## src/rtl/tape_level_playback_unit_defines.svh

```systemverilog
// Assertion macros for the tape level playback unit.
// Included by the RTL files that carry concurrent checks; no other dependencies.
`ifndef TAPE_LEVEL_PLAYBACK_UNIT_DEFINES_SVH
`define TAPE_LEVEL_PLAYBACK_UNIT_DEFINES_SVH

`ifndef SYNTHESIS

`define TLP_ASSERT_IMP(lbl, clk, rst_n, ante, cons) \
    lbl: assert property (@(posedge clk) disable iff (!(rst_n)) (ante) |-> (cons)) \
        else $error("tlp check failed");

`define TLP_ASSERT_NXT(lbl, clk, rst_n, ante, cons) \
    lbl: assert property (@(posedge clk) disable iff (!(rst_n)) (ante) |=> (cons)) \
        else $error("tlp check failed");

`else

`define TLP_ASSERT_IMP(lbl, clk, rst_n, ante, cons)

`define TLP_ASSERT_NXT(lbl, clk, rst_n, ante, cons)

`endif

`endif

```

## src/rtl/tlp_pkg.sv

```systemverilog
// Shared types and constants for the tape level playback unit.
// Used by the sequencer, the segment memory and the top level.
package tlp_pkg;

    localparam int OP_BITS         = 3;
    localparam int IDX_BITS        = 8;
    localparam int DUR_BITS        = 32;
    localparam int LVL_IN_BITS     = 8;
    localparam int TICK_IN_BITS    = 32;
    localparam int CNT_BITS        = 9;

    localparam int DEF_SEGMENT_DEPTH = 256;
    localparam int DEF_TICK_BITS     = 32;

    localparam int IN_FIELD_BITS = IDX_BITS + DUR_BITS + LVL_IN_BITS + TICK_IN_BITS + 1;
    localparam int IN_DATA_BITS  = ((IN_FIELD_BITS + 7) / 8) * 8;
    localparam int OUT_DATA_BITS = 8;

    typedef enum logic [OP_BITS-1:0] {
        OP_LOAD    = 3'd0,
        OP_START   = 3'd1,
        OP_REWIND  = 3'd2,
        OP_MOTOR   = 3'd3,
        OP_ADVANCE = 3'd4
    } t_op;

    typedef enum logic [1:0] {
        S_IDLE,
        S_LVL0,
        S_RUN,
        S_DONE
    } t_state;

    typedef struct packed {
        logic motor_running;
        logic end_reached;
        logic ear_out;
        logic status;
    } t_result;

endpackage

```

## src/rtl/tlp_seq.sv

```systemverilog
// Operation sequencer: decodes items, walks segments through the table memory,
// holds head state and the segment count register. Uses tlp_pkg and the defines header.
`include "tape_level_playback_unit_defines.svh"

module tlp_seq #(
    parameter int SEGMENT_DEPTH = tlp_pkg::DEF_SEGMENT_DEPTH,
    parameter int TICK_BITS = tlp_pkg::DEF_TICK_BITS,
    parameter int AW = 8
) (
    input  logic                              i_clk,
    input  logic                              i_rst_n,
    input  logic                              i_cfg_wr_en,
    input  logic [tlp_pkg::CNT_BITS-1:0]      i_cfg_wr_data,
    input  logic                              i_in_valid,
    output logic                              o_in_ready,
    input  logic [tlp_pkg::OP_BITS-1:0]       i_op,
    input  logic [tlp_pkg::IDX_BITS-1:0]      i_entry_index,
    input  logic [tlp_pkg::DUR_BITS-1:0]      i_entry_duration,
    input  logic [tlp_pkg::LVL_IN_BITS-1:0]   i_entry_level,
    input  logic [tlp_pkg::TICK_IN_BITS-1:0]  i_tick_count,
    input  logic                              i_motor_request,
    output logic                              o_res_valid,
    input  logic                              i_res_ready,
    output tlp_pkg::t_result                  o_res,
    output logic                              o_mem_we,
    output logic [AW-1:0]                     o_mem_waddr,
    output logic [tlp_pkg::DUR_BITS-1:0]      o_mem_wdur,
    output logic                              o_mem_wlvl,
    output logic                              o_mem_re,
    output logic [AW-1:0]                     o_mem_raddr,
    input  logic [tlp_pkg::DUR_BITS-1:0]      i_mem_rdur,
    input  logic                              i_mem_rlvl
);
    import tlp_pkg::*;

    localparam int CMPW = (AW + 1 > CNT_BITS) ? AW + 1 : CNT_BITS;

    t_state                 r_state, n_state;
    logic [CNT_BITS-1:0]    r_seg_count;
    logic [CNT_BITS-1:0]    r_active, n_active;
    logic [AW-1:0]          r_pos, n_pos;
    logic [TICK_BITS-1:0]   r_elapsed, n_elapsed;
    logic [TICK_BITS-1:0]   r_remaining, n_remaining;
    logic                   r_ear, n_ear;
    logic                   r_motor, n_motor;
    logic                   r_end, n_end;
    logic                   r_started, n_started;
    logic                   r_pend, n_pend;
    logic                   r_status, n_status;

    logic                   accept;
    logic                   load_ok;
    logic                   start_ok;
    logic                   adv_go;
    logic [TICK_BITS-1:0]   dur_m;
    logic [TICK_BITS-1:0]   avail;
    logic                   run_stay;
    logic [CMPW-1:0]        pos_nx;
    logic                   run_last;
    logic                   run_cross;

    assign accept   = i_in_valid && o_in_ready;
    assign load_ok  = (32'(i_entry_index) < 32'(SEGMENT_DEPTH))
                      && (i_entry_duration != '0)
                      && (i_entry_level[LVL_IN_BITS-1:1] == '0);
    assign start_ok = (r_seg_count != '0) && (32'(r_seg_count) <= 32'(SEGMENT_DEPTH));
    assign adv_go   = r_started && r_motor && !r_end && (TICK_BITS'(i_tick_count) != '0);

    assign dur_m     = TICK_BITS'(i_mem_rdur);
    assign avail     = (dur_m > r_elapsed) ? dur_m - r_elapsed : '0;
    assign run_stay  = r_remaining < avail;
    assign pos_nx    = CMPW'(r_pos) + CMPW'(1);
    assign run_last  = pos_nx >= CMPW'(r_active);
    assign run_cross = (r_state == S_RUN) && (r_remaining != '0) && !run_stay && !run_last;

    // next state
    always_comb begin
        n_state = r_state;
        unique case (r_state)
            S_IDLE: begin
                if (accept) begin
                    n_state = S_DONE;
                    unique case (i_op)
                        OP_START:   if (start_ok) n_state = S_LVL0;
                        OP_REWIND:  if (r_started) n_state = S_LVL0;
                        OP_ADVANCE: if (adv_go) n_state = S_RUN;
                        default:    n_state = S_DONE;
                    endcase
                end
            end
            S_LVL0: n_state = S_DONE;
            S_RUN:  if (!run_cross) n_state = S_DONE;
            S_DONE: if (i_res_ready) n_state = S_IDLE;
            default: n_state = S_IDLE;
        endcase
    end

    // datapath next values
    always_comb begin
        n_active    = r_active;
        n_pos       = r_pos;
        n_elapsed   = r_elapsed;
        n_remaining = r_remaining;
        n_ear       = r_ear;
        n_motor     = r_motor;
        n_end       = r_end;
        n_started   = r_started;
        n_pend      = r_pend;
        n_status    = r_status;
        unique case (r_state)
            S_IDLE: begin
                if (accept) begin
                    n_status = 1'b0;
                    n_pend   = 1'b0;
                    unique case (i_op)
                        OP_LOAD: n_status = !load_ok;
                        OP_START: begin
                            if (start_ok) begin
                                n_active  = r_seg_count;
                                n_started = 1'b1;
                                n_motor   = 1'b0;
                                n_pos     = '0;
                                n_elapsed = '0;
                                n_end     = 1'b0;
                            end else begin
                                n_status = 1'b1;
                            end
                        end
                        OP_REWIND: begin
                            if (r_started) begin
                                n_pos     = '0;
                                n_elapsed = '0;
                                n_end     = 1'b0;
                            end else begin
                                n_status = 1'b1;
                            end
                        end
                        OP_MOTOR: begin
                            if (r_started) n_motor = i_motor_request && !r_end;
                            else n_status = 1'b1;
                        end
                        OP_ADVANCE: begin
                            n_status    = !r_started;
                            n_remaining = TICK_BITS'(i_tick_count);
                        end
                        default: n_status = 1'b1;
                    endcase
                end
            end
            S_LVL0: n_ear = i_mem_rlvl;
            S_RUN: begin
                n_pend = 1'b0;
                if (r_pend) n_ear = i_mem_rlvl;
                if (r_remaining != '0) begin
                    if (run_stay) begin
                        n_elapsed   = r_elapsed + r_remaining;
                        n_remaining = '0;
                    end else begin
                        n_remaining = r_remaining - avail;
                        n_elapsed   = '0;
                        if (run_last) begin
                            n_pos = AW'(r_active - CNT_BITS'(1));
                            n_ear = i_mem_rlvl;
                            n_end = 1'b1;
                        end else begin
                            n_pos  = AW'(pos_nx);
                            n_pend = 1'b1;
                        end
                    end
                end
            end
            S_DONE: n_pend = 1'b0;
            default: n_pend = 1'b0;
        endcase
    end

    // outputs
    always_comb begin
        o_in_ready  = (r_state == S_IDLE);
        o_res_valid = (r_state == S_DONE);
        o_res       = '{motor_running: r_motor, end_reached: r_end,
                        ear_out: r_ear, status: r_status};
        o_mem_we    = accept && (i_op == OP_LOAD) && load_ok;
        o_mem_waddr = AW'(i_entry_index);
        o_mem_wdur  = i_entry_duration;
        o_mem_wlvl  = i_entry_level[0];
        o_mem_re    = 1'b0;
        o_mem_raddr = '0;
        if (accept) begin
            unique case (i_op)
                OP_START:   o_mem_re = start_ok;
                OP_REWIND:  o_mem_re = r_started;
                OP_ADVANCE: begin
                    o_mem_re    = adv_go;
                    o_mem_raddr = r_pos;
                end
                default:    o_mem_re = 1'b0;
            endcase
        end else if (run_cross) begin
            o_mem_re    = 1'b1;
            o_mem_raddr = AW'(pos_nx);
        end
    end

    always_ff @(posedge i_clk) begin
        if (!i_rst_n) begin
            r_state     <= S_IDLE;
            r_seg_count <= '0;
            r_active    <= '0;
            r_pos       <= '0;
            r_elapsed   <= '0;
            r_ear       <= 1'b0;
            r_motor     <= 1'b0;
            r_end       <= 1'b0;
            r_started   <= 1'b0;
            r_pend      <= 1'b0;
        end else begin
            r_state     <= n_state;
            if (i_cfg_wr_en) r_seg_count <= i_cfg_wr_data;
            r_active    <= n_active;
            r_pos       <= n_pos;
            r_elapsed   <= n_elapsed;
            r_ear       <= n_ear;
            r_motor     <= n_motor;
            r_end       <= n_end;
            r_started   <= n_started;
            r_pend      <= n_pend;
        end
    end

    always_ff @(posedge i_clk) begin
        r_remaining <= n_remaining;
        r_status    <= n_status;
    end

    `TLP_ASSERT_IMP(a_no_rw_overlap, i_clk, i_rst_n, o_mem_we, !o_mem_re)
    `TLP_ASSERT_IMP(a_run_in_range, i_clk, i_rst_n, r_state == S_RUN,
        CMPW'(r_pos) < CMPW'(r_active))
    `TLP_ASSERT_IMP(a_run_needs_motor, i_clk, i_rst_n, r_state == S_RUN,
        r_started && r_motor && !r_end)
    `TLP_ASSERT_NXT(a_accept_leaves_idle, i_clk, i_rst_n, accept, r_state != S_IDLE)
    `TLP_ASSERT_IMP(a_pend_after_read, i_clk, i_rst_n, r_pend,
        r_state == S_RUN && $past(o_mem_re))

endmodule

```

## config.mk

```make
export PLATFORM = sky130hd
export DESIGN_NAME = tlp_seq
export DESIGN_NICKNAME = d
export VERILOG_FILES = /design/src/rtl/tlp_pkg.sv /design/src/rtl/tlp_seq.sv
export VERILOG_INCLUDE_DIRS = /design/src /design/src/rtl
export SDC_FILE = /design/constraint.sdc
export NUM_CORES = 1
export LEC_CHECK = 0
export ABC_AREA = 1
export BUFFER_PORTS_ARGS = -buffer_cell sky130_fd_sc_hd__buf_4
export CAP_MARGIN = 25
export CORE_UTILIZATION = 50
export CTS_CLUSTER_DIAMETER = 150
export DETAILED_ROUTE_END_ITERATION = 8
export HOLD_SLACK_MARGIN = 0.1
export PLACE_DENSITY_LB_ADDON = 0.05
export SLEW_MARGIN = 20
export SYNTH_ARGS = -nofsm -noshare
export SYNTH_HDL_FRONTEND = slang
export SYNTH_SLANG_ARGS = --single-unit
```

## constraint.sdc

```tcl
create_clock -name i_clk -period 4.29 [get_ports i_clk]
set_input_delay 0.429 -clock i_clk [delete_from_list [all_inputs] [get_ports i_clk]]
set_output_delay 0.429 -clock i_clk [all_outputs]
set_load 0.02 [all_outputs]
```

* After elaboration in Yosys (flattened, before gate mapping)
Index checks and enable logic that the tools add are counted.
Widths: inputs -> output; s select.
** Storage, ports and cells
- Register bits :: 98
- Bits in latches :: 0
- Memory bits (writable) :: 0
- ROM bits :: 0
- Bits of input ports :: 131
- Output and inout bits :: 57
- Word-level logic and storage cells :: 136
- Memories :: 0
** Operators by class
- $add $sub $neg :: 5
- Multipliers :: 0
- Divide/modulo/power cells :: 0
- $lt $le $gt $ge :: 4
- Equality and inequality tests :: 19
- Shift operators :: 0
- Muxes and demuxes :: 58
- Bitwise operators :: 0
- Reductions and logical operators :: 38
** Operators with widths (number)
- $mux 32 :: 10
- $pmux 32 s2 :: 3
- $reduce_bool 32->1 :: 3
- $mux 8 :: 9
- $sub 32x32->32 :: 2
- $add 32x32->32 :: 1
- $gt 32x32->1 :: 1
- $lt 32x32->1 :: 1
- $pmux 8 s2 :: 2
- $mux 1 :: 20
- $logic_and 1x1->1 :: 12
- $mux 2 :: 5
- $ne 2x2->1 const B :: 5
- $add 8x1->9 const B :: 1
- $ge 9x9->1 :: 1
- $le 9x9->1 const B :: 1
- $reduce_bool 9->1 :: 1
- $ne 2x1->1 const B :: 4
- $pmux 1 s2 :: 4
- $pmux 2 s4 :: 1
- $reduce_and 4->1 :: 2
- $reduce_and 8->1 :: 1
- $sub 8x1->8 const B :: 1
- $logic_not 7->1 :: 1
- other kinds (21) :: 32

* Longest topological paths before layout
Gate-level depths: netlist of run 1.
- Depth after elaboration :: 8
- Mapped depth :: 31
- Mapped depth without buffers :: 31

* Worst setup path before layout of run 1
Ideal clock, no wire load.
- Kind :: input to output
- Start :: input port i_mem_rdur[0] (netlist name)
- End :: output port o_mem_raddr[1]
- Arrival time :: 3944 ps
- Data required time :: 3861 ps
- Setup slack :: -83 ps
- Cell stages on the path :: 28
- Buffers on the path :: 1
- Cell sequence :: inv_1 > ha_1 > inv_1 > fa_1 > nand2_1 > o21ai_2 > a21oi_2 > inv_2 > nand2_1 > nand3_1 > nand2_1 > nand2_1 > nand2_1 > buf_2 > nor2_1 > ha_1 > fa_1 > inv_1 > nand3_1 > nand2_2 > nand2_1 > nand2_2 > nand2_1 > nand2_2 > nand2_4 > nand2_4 > nand4_2 > o21ai_0
** On the way
- Cells in the longest elaborated chain, start to end :: 8
- Elaborated cells between the ends (all ways) :: 9
- Classes of those cells :: add/sub (1); order compare (2); mux (3); reduce/logical (3)
** RTL lines
- start, declared :: RTL line tlp_seq.sv:31 : input logic [tlp_pkg::DUR_BITS-1:0] i_mem_rdur,
- $sub 32x32->32 / $gt 32x32->1 (equally long branches) :: RTL line tlp_seq.sv:70 : assign avail = (dur_m > r_elapsed) ? dur_m - r_elapsed : '0;
- $mux 32 * :: RTL line tlp_seq.sv:70
- $lt 32x32->1 * :: RTL line tlp_seq.sv:71 : assign run_stay = r_remaining < avail;
- $logic_not 1->1 * :: RTL line tlp_seq.sv:74 : assign run_cross = (r_state == S_RUN) && (r_remaining != '0) && !run_stay && !run_last;
- $logic_and 1x1->1 * (2 in a row) :: RTL line tlp_seq.sv:74
- $mux 8 * :: RTL line tlp_seq.sv:199 : end else if (run_cross) begin
- $mux 8 * :: RTL line tlp_seq.sv:189 : if (accept) begin
- end, declared :: RTL line tlp_seq.sv:30 : output logic [AW-1:0] o_mem_raddr,
Every way passes the cells marked *; elsewhere a longest branch is shown, timed or not.

* Final worst setup path of run 1
- Start :: register r_elapsed[10]
- End :: output port o_mem_raddr[0]
** On the way
- Cells in the longest elaborated chain, start to end :: 8
- Elaborated cells between the ends (all ways) :: 9
- Classes of those cells :: add/sub (1); order compare (2); mux (3); reduce/logical (3)
** RTL lines
- start, declared :: RTL line tlp_seq.sv:42 : logic [TICK_BITS-1:0] r_elapsed, n_elapsed;
- start signal, assigned :: RTL line tlp_seq.sv:222 : r_elapsed <= n_elapsed;
- $sub 32x32->32 / $gt 32x32->1 (equally long branches) :: RTL line tlp_seq.sv:70
- $mux 32 * :: RTL line tlp_seq.sv:70
- $lt 32x32->1 * :: RTL line tlp_seq.sv:71
- $logic_not 1->1 * :: RTL line tlp_seq.sv:74
- $logic_and 1x1->1 * (2 in a row) :: RTL line tlp_seq.sv:74
- $mux 8 * :: RTL line tlp_seq.sv:199
- $mux 8 * :: RTL line tlp_seq.sv:189
Marks and branches as above.

==> metrics.txt, run 1 <==
share of layout cells above drive strength 1 31.75%; H-tree lvl count 3; clock sinks 98; Fill cells 1927; RR Startpoint r_elapsed[0]; crit path time final 4.413 ns; worst-margin pin slew 0.7378 ns; delay-heaviest family, CP simple AND/OR/NAND/NOR gates; critical path cell sequence inv_1 > ha_4 > nand2_1 > o21ai_0 > nand2_1 > nand3_2 > nand2_2 > nand2_2 > nand2_4 > buf_4 > nor2_1 > nand2_2 > ha_4 > nand2_1 > nor2_2 > nand2_2 > nor2_4 > nand2_4 > nand2_4 > nand4_4 > mux2i_1 > buf_4; worst reg-to-reg path cell count 24; Final Cycle Share 102.9%; DRT antenna net count 0; fin nets 2512; Buf+Inv Stages, Crit Path 3; critical path's most frequent cell nand2_2; post-synth top area cell nand2_1; Die Area 0.02409 mm2; IO Pins 188; Post-Syn Nets 2132; worst min path class in2reg; # DRC 0; gpl congestion 0.9953; gr usage total 37.14%; CTS buffer count 9; top area cells in the synthesized netlist nand2_1 (15%), ha_1 (12%), dfxtp_1 (11%); # hold bufs at CTS 0; max incr delay on CP 0.36 ns; crit-path max FO 7; top post-synthesis cells by count nand2_1 (476), inv_1 (253), nor2_1 (216), a21oi_1 (170), ha_1 (112); Initial Util 51.36%; IO buf count 169; CTS clk-pin slew, worst paths 0.08 ns; Post-synth EDFFs 33; Die X 155.2 um; #FFs+latches synth 98; Max Fclk 226.6 MHz; Area Growth Syn to Fin 40.00%; setup ws final -0.1228 ns; Die H 155.2 um; Comb power frac 68.1%; FF-to-FF setup slack 0.19 ns; highest-delay cell along the critical path dfxtp_2; Final Max Tran Viols 0; failing checks negative setup slack; RSZ-0062 raised after global routing true; top-area cell type share of the netlist area 15.23%; Worst setup SP type register; vias in the first global route 13.91k; WL per Instance 18.08 um; post-synthesis sequential area ratio 19.53%; via count 14.22k; Final Hold Vio Count 0; Ant. Diodes 0; overall routed net length 46710 um; Max Buffers Root-to-Sink 2; largest net degree at the start of global routing 41; Final HPWL DP 36670 um; outcome finished with violations; CTS tree done; WHS Path Cells 3; critical hold path startpoint i_cfg_wr_data[2]; pwr/cell area 427.1 mW/mm2; most common cell in the netlist nand2_1; total grt overflow 0; critical path arrival 3.98 ns; drt first-iter violations 1111; RR Endpoint r_remaining[25]; Clock power frac 12.9%; Worst Path Required 3.86 ns; core area 0.02285 mm2; CP Capture Type output pin; Cells after Synth 1886; Async S/R FF share, synth 0%; Worst-Skew Late Latency 0.38 ns; switching power 3.352 mW; Worst Hold Path EP r_seg_count[2]; post-synth cell types 50; Max-cap violations 0; Int Pwr 3.666 mW; Finish-stage setup viols 9; row cnt 55; register share of total power 19.0%; Final Skew 0.01392 ns; Synth Area per Inst 6.222 um2; worst ir drop on vdd 0.0005579 V; post-layout util 71.91%; first-pass GRT wire length 69370 um; initial antenna violation count 0; Pre-antenna DRT Iters 7; LEAKAGE 7.747 nW; Net Sw Frac 47.76%; ys flop type dfxtp_1; WHS 0.2804 ns; vias per std cell 5.502; Worst slew margin 50.63%; Ys Warns 0; CP Class reg2out; Root Driver clkbuf_16; Post-Syn Area 0.01174 mm2
-- per-stage QoR --
stage	TNS, ns	std cells	power, mW	worst slack (ns)	cell area (um2)
floorplan	-0.2477	1886	3.855	-0.08257	11740
global placement	-2.046	2533	5.491	-0.1373	14710
detailed placement	-8.234	2533	5.557	-0.2433	14710
CTS	-0.4806	2572	6.661	-0.08080	15700
global route	-3.403	2584	7.445	-0.3659	16430
finish	-0.6242	2584	7.017	-0.1228	16430
-- tightest hold or removal path, cell delays in order --
cell and delay [ns]:
buf_4 0.08, nor2_1 0.04, nor2_1 0.08
-- power by group through the flow --
stage,Sequential (mW),Clock [mW],Combinational (mW)
final,1.33,0.908,4.78
after detailed placement,1.32,0,4.23
after floorplan,1.27,0,2.59
after global placement,1.32,0,4.17
after CTS,1.31,0.902,4.44
after global routing,1.34,0.935,5.17
-- sequential cells by signal, summed over array words and instances, names as in the netlist --
name and flops:
r_elapsed 32, r_remaining 32, r_active 9, r_seg_count 9, r_pos 8, r_state 2
r_ear 1, r_end 1, r_motor 1, r_pend 1, r_started 1, r_status 1
-- cell type report --
| cell class | instances | area (um2) | share of cell area (%) |
|---|---|---|---|
| multi-input combinational | 1455 | 9029 | 54.95 |
| clock buffer | 10 | 250.2 | 1.523 |
| timing repair buffer | 440 | 3382 | 20.58 |
| inverter | 262 | 989.7 | 6.024 |
| sequential | 98 | 2322 | 14.13 |
| tap | 313 | 391.6 | 2.384 |
| clock inverter | 6 | 65.06 | 0.3960 |
-- routing by layer --
layer | GRT usage (%) | share of wire (%) | vias up
met5 | 0 | 0 | -
met4 | 19.70 | 5.2 | 0
met3 | 3.259 | 4.8 | 144
met2 | 66.71 | 49 | 502
met1 | 43.89 | 41 | 6631
li1 | - | - | 6941
-- cell families (layout without fill, tap and decap cells) --
logic type	Yosys count	after routing	synth area share (%)
flip-flops	98	98	19.53
AND/OR/NAND/NOR	918	919	33.91
XOR/XNOR	43	43	3.209
buffers and inverters	334	718	12.76
AO/OA/AOI/OAI	376	376	17.97
multiplexers	2	2	0.1706
adder cells (fa/ha/maj)	115	115	12.45
-- cells in the final DEF (no fill, tap or decap), types with 3 or more instances in the layout --
master and n:
a21o_1 13, o21a_1 6, a21oi_1 150, buf_6 3, o21ai_2 7, dfxtp_2 18, clkinv_4 3, buf_12 4
nand2_4 11, inv_1 243, nor2_2 17, nand3_1 87, dfxtp_1 45, ha_4 42, o21ai_0 87, nor3_1 17
edfxtp_1 33, ha_1 69, nor4_1 10, nand4_1 24, o22ai_1 21, inv_2 17, nor2_4 6, buf_4 432
xor2_1 26, a21oi_4 3, xnor2_1 17, nand3_2 28, nand2_2 29, a21oi_2 36, clkbuf_16 11, or2_4 3
nand3b_1 13, nor2_1 195, nand2_1 449, o21bai_1 10, or2_2 16, o21ai_1 23
-- how the worst max path moves through the flow --
stage / start / to / cells after the start
after global routing: r_elapsed[10] / o_mem_raddr[0] / 24
after global placement: i_mem_rdur[30] / o_mem_raddr[1] / 23
after CTS: r_elapsed[0] / o_mem_raddr[0] / 28
after floorplan: i_mem_rdur[0] / o_mem_raddr[1] / 28
after detailed placement: i_mem_rdur[30] / o_mem_raddr[1] / 23
final: r_elapsed[10] / o_mem_raddr[0] / 22
-- timing repair --
action	4_1_cts	5_1_grt
setup endpoints to repair	23	79
gates resized for setup	109	129
cloned	1	1
pin swaps	23	42
setup buffers	22	12
Note: power is estimated with default switching activity, not from simulation.
==> run 2: changes to the inputs <==
==> constraint.sdc (replaced) <==
create_clock -name i_clk -period 4.29 [get_ports i_clk]
set_input_delay 0.429 -clock i_clk [delete_from_list [all_inputs] [get_ports i_clk]]
set_output_delay 0.429 -clock i_clk [all_outputs]
set_load 0.005 [all_outputs]
==> run 2 against run 1 <==
The run still ends with negative setup slack left. Register-to-register slack is essentially flat. Clock skew increased by 0.0014 ns. Sequential power is essentially flat. Critical path type unchanged. Largest cell class unchanged. Largest power group unchanged.
==> metrics.txt, run 2 (synthesized netlist as in run 1, its figures left out) <==
overall routed net length 45780 um (-2.0%); vias in the first global route 13.65k (-1.9%); IO Pins 188 (unchanged); Worst Path Required 3.86 ns (about the same); H-tree lvl count 3 (unchanged); Die X 155.2 um (unchanged); worst ir drop on vdd 0.0003606 V (-35%); post-layout power 6.885 mW (-1.9%); Ant. Diodes 0 (unchanged); largest net degree at the start of global routing 41 (unchanged); LEAKAGE 7.654 nW (-1.2%); CTS buffer count 9 (unchanged); drt first-iter violations 1108 (-0.27%); outcome finished with violations; Max-cap violations 0 (unchanged); CP Class reg2out; row cnt 55 (unchanged); Worst-Skew Late Latency 0.37 ns (about the same); Max Buffers Root-to-Sink 2 (unchanged); Die Area 0.02409 mm2 (unchanged); Final Max Tran Viols 0 (unchanged); critical path arrival 3.98 ns (about the same); CTS clk-pin slew, worst paths 0.08 ns (about the same); via count 14.01k (-1.5%); worst min path class in2reg; Max Fclk 226.8 MHz (about the same); fin nets 2493 (-0.76%); RSZ-0062 raised after global routing true; Worst slew margin 47.38% (-3.3 points); IO buf count 169 (unchanged); most frequent cells in the layout nand2_1 (445), buf_4 (415), inv_1 (247); Final Cycle Share 102.8% (about the same); total grt overflow 0 (unchanged); crit-path max FO 5 (-2); CP Capture Type output pin; pwr/cell area 427.5 mW/mm2 (about the same); Die H 155.2 um (unchanged); WL per Instance 17.85 um (-1.3%); Pre-antenna DRT Iters 5 (-2); Area Growth Syn to Fin 37.24%; clock sinks 98 (unchanged); top flop regs r_elapsed x32, r_remaining x32; vias per std cell 5.461 (-0.75%); setup ws final -0.1184 ns (+0.004407 ns); Root Driver clkbuf_16; first-pass GRT wire length 68800 um (-0.83%); Initial Util 51.36% (unchanged); failing checks negative setup slack; CTS tree done; gpl congestion 1.029 (+3.4%); commonest non-fill, non-tap cell in the layout nand2_1; Final Skew 0.01536 ns (+0.001443 ns); gr usage total 37.05% (-0.087 points); worst-margin pin slew 0.7884 ns (+0.05064 ns); initial antenna violation count 1 (+1); share of layout cells above drive strength 1 30.11% (-1.6 points); Final HPWL DP 36770 um (+0.29%); Final Hold Vio Count 0 (unchanged); post-layout util 70.49% (-1.4 points); Finish-stage setup viols 9 (unchanged); core area 0.02285 mm2 (unchanged); # DRC 0 (unchanged); DRT antenna net count 0 (unchanged); crit path time final 4.408 ns (-0.004407 ns); # hold bufs at CTS 0 (unchanged); Worst setup SP type register
==> run 2: cell count changes in the layout (fill, tap and decap cells not counted), sizes merged <==
cell / delta
buf: -18
clkbuf: -2
inv: +1
==> run 2: worst max-delay path, stage by stage (launching register included) <==
cell     delay (ns)
dfxtp_2        0.33
inv_1          0.06
ha_4           0.29
nand2_2        0.10
o21ai_2        0.20
a21oi_2        0.10
buf_4          0.13
buf_4          0.12
buf_4          0.12
buf_4          0.12
buf_4          0.12
buf_4          0.12
nand2_1        0.09
nor2_1         0.06
nor2_1         0.16
nand2_2        0.14
ha_4           0.30
nand2_2        0.08
nor2_4         0.15
nand2_4        0.08
nor2_4         0.10
nand2_4        0.07
nand2_4        0.10
nand4_4        0.16
mux2i_1        0.19
buf_4          0.13
==> run 2: stage by stage <==
step,setup TNS [ns],cells,instance area (um2),worst slack [ns],hold WS [ns]
2_1_floorplan,0,1886,11740,0.2254,0.4441
3_3_place_gp,-4.134,2513,14560,-0.1584,0.4758
3_5_place_dp,-13.28,2513,14560,-0.3086,0.4845
4_1_cts,-0.3253,2554,15370,-0.05046,0.2751
5_1_grt,-2.005,2565,16110,-0.2495,0.2805
6_report,-0.7643,2565,16110,-0.1184,0.2748
==> run 2: repair_timing <==
action                                  in CTS  in global routing
endpoints found under the setup margin      49                 32
gates resized for setup                     85                137
setup buffers                               25                 11
pin swaps                                   24                 44
cloned                                       1                  0
==> run 2: power by group <==
| part | switching, mW | total, mW | internal, mW |
|---|---|---|---|
| combinational | 2.67 | 4.68 | 2.01 |
| sequential | 0.180 | 1.34 | 1.16 |
| clock | 0.451 | 0.869 | 0.417 |
| total | 3.30 | 6.88 | 3.59 |
==> run 2: final timing paths <==
path	from	endpoint	slack (ns)	cells after the start
max reg2reg	r_elapsed[7]	r_pos[3]	0.20	26
max	r_elapsed[19]	o_mem_raddr[0]	-0.12	25
min	i_cfg_wr_data[0]	r_seg_count[0]	0.27	3
min reg2reg	r_elapsed[8]	r_elapsed[8]	0.49	2
==> run 2: layer usage <==
| layer | part of all wire, % | vias up | track usage [%] |
|---|---|---|---|
| met5 | 0 | - | 0 |
| met4 | 4.5 | 0 | 17.04 |
| met3 | 6.4 | 127 | 5.125 |
| met2 | 48 | 521 | 64.93 |
| met1 | 41 | 6455 | 44.91 |
| li1 | - | 6905 | - |
==> run 2: final cells by class <==
cell class / instances / area, um2
Multi-Input combinational cell: 1455 / 8885
Timing Repair Buffer: 421 / 3213
Inverter: 262 / 989.7
Clock buffer: 9 / 225.2
Fill cell: 2028 / 6741
Clock inverter: 7 / 81.33
Sequential cell: 98 / 2320
Tap cell: 313 / 391.6
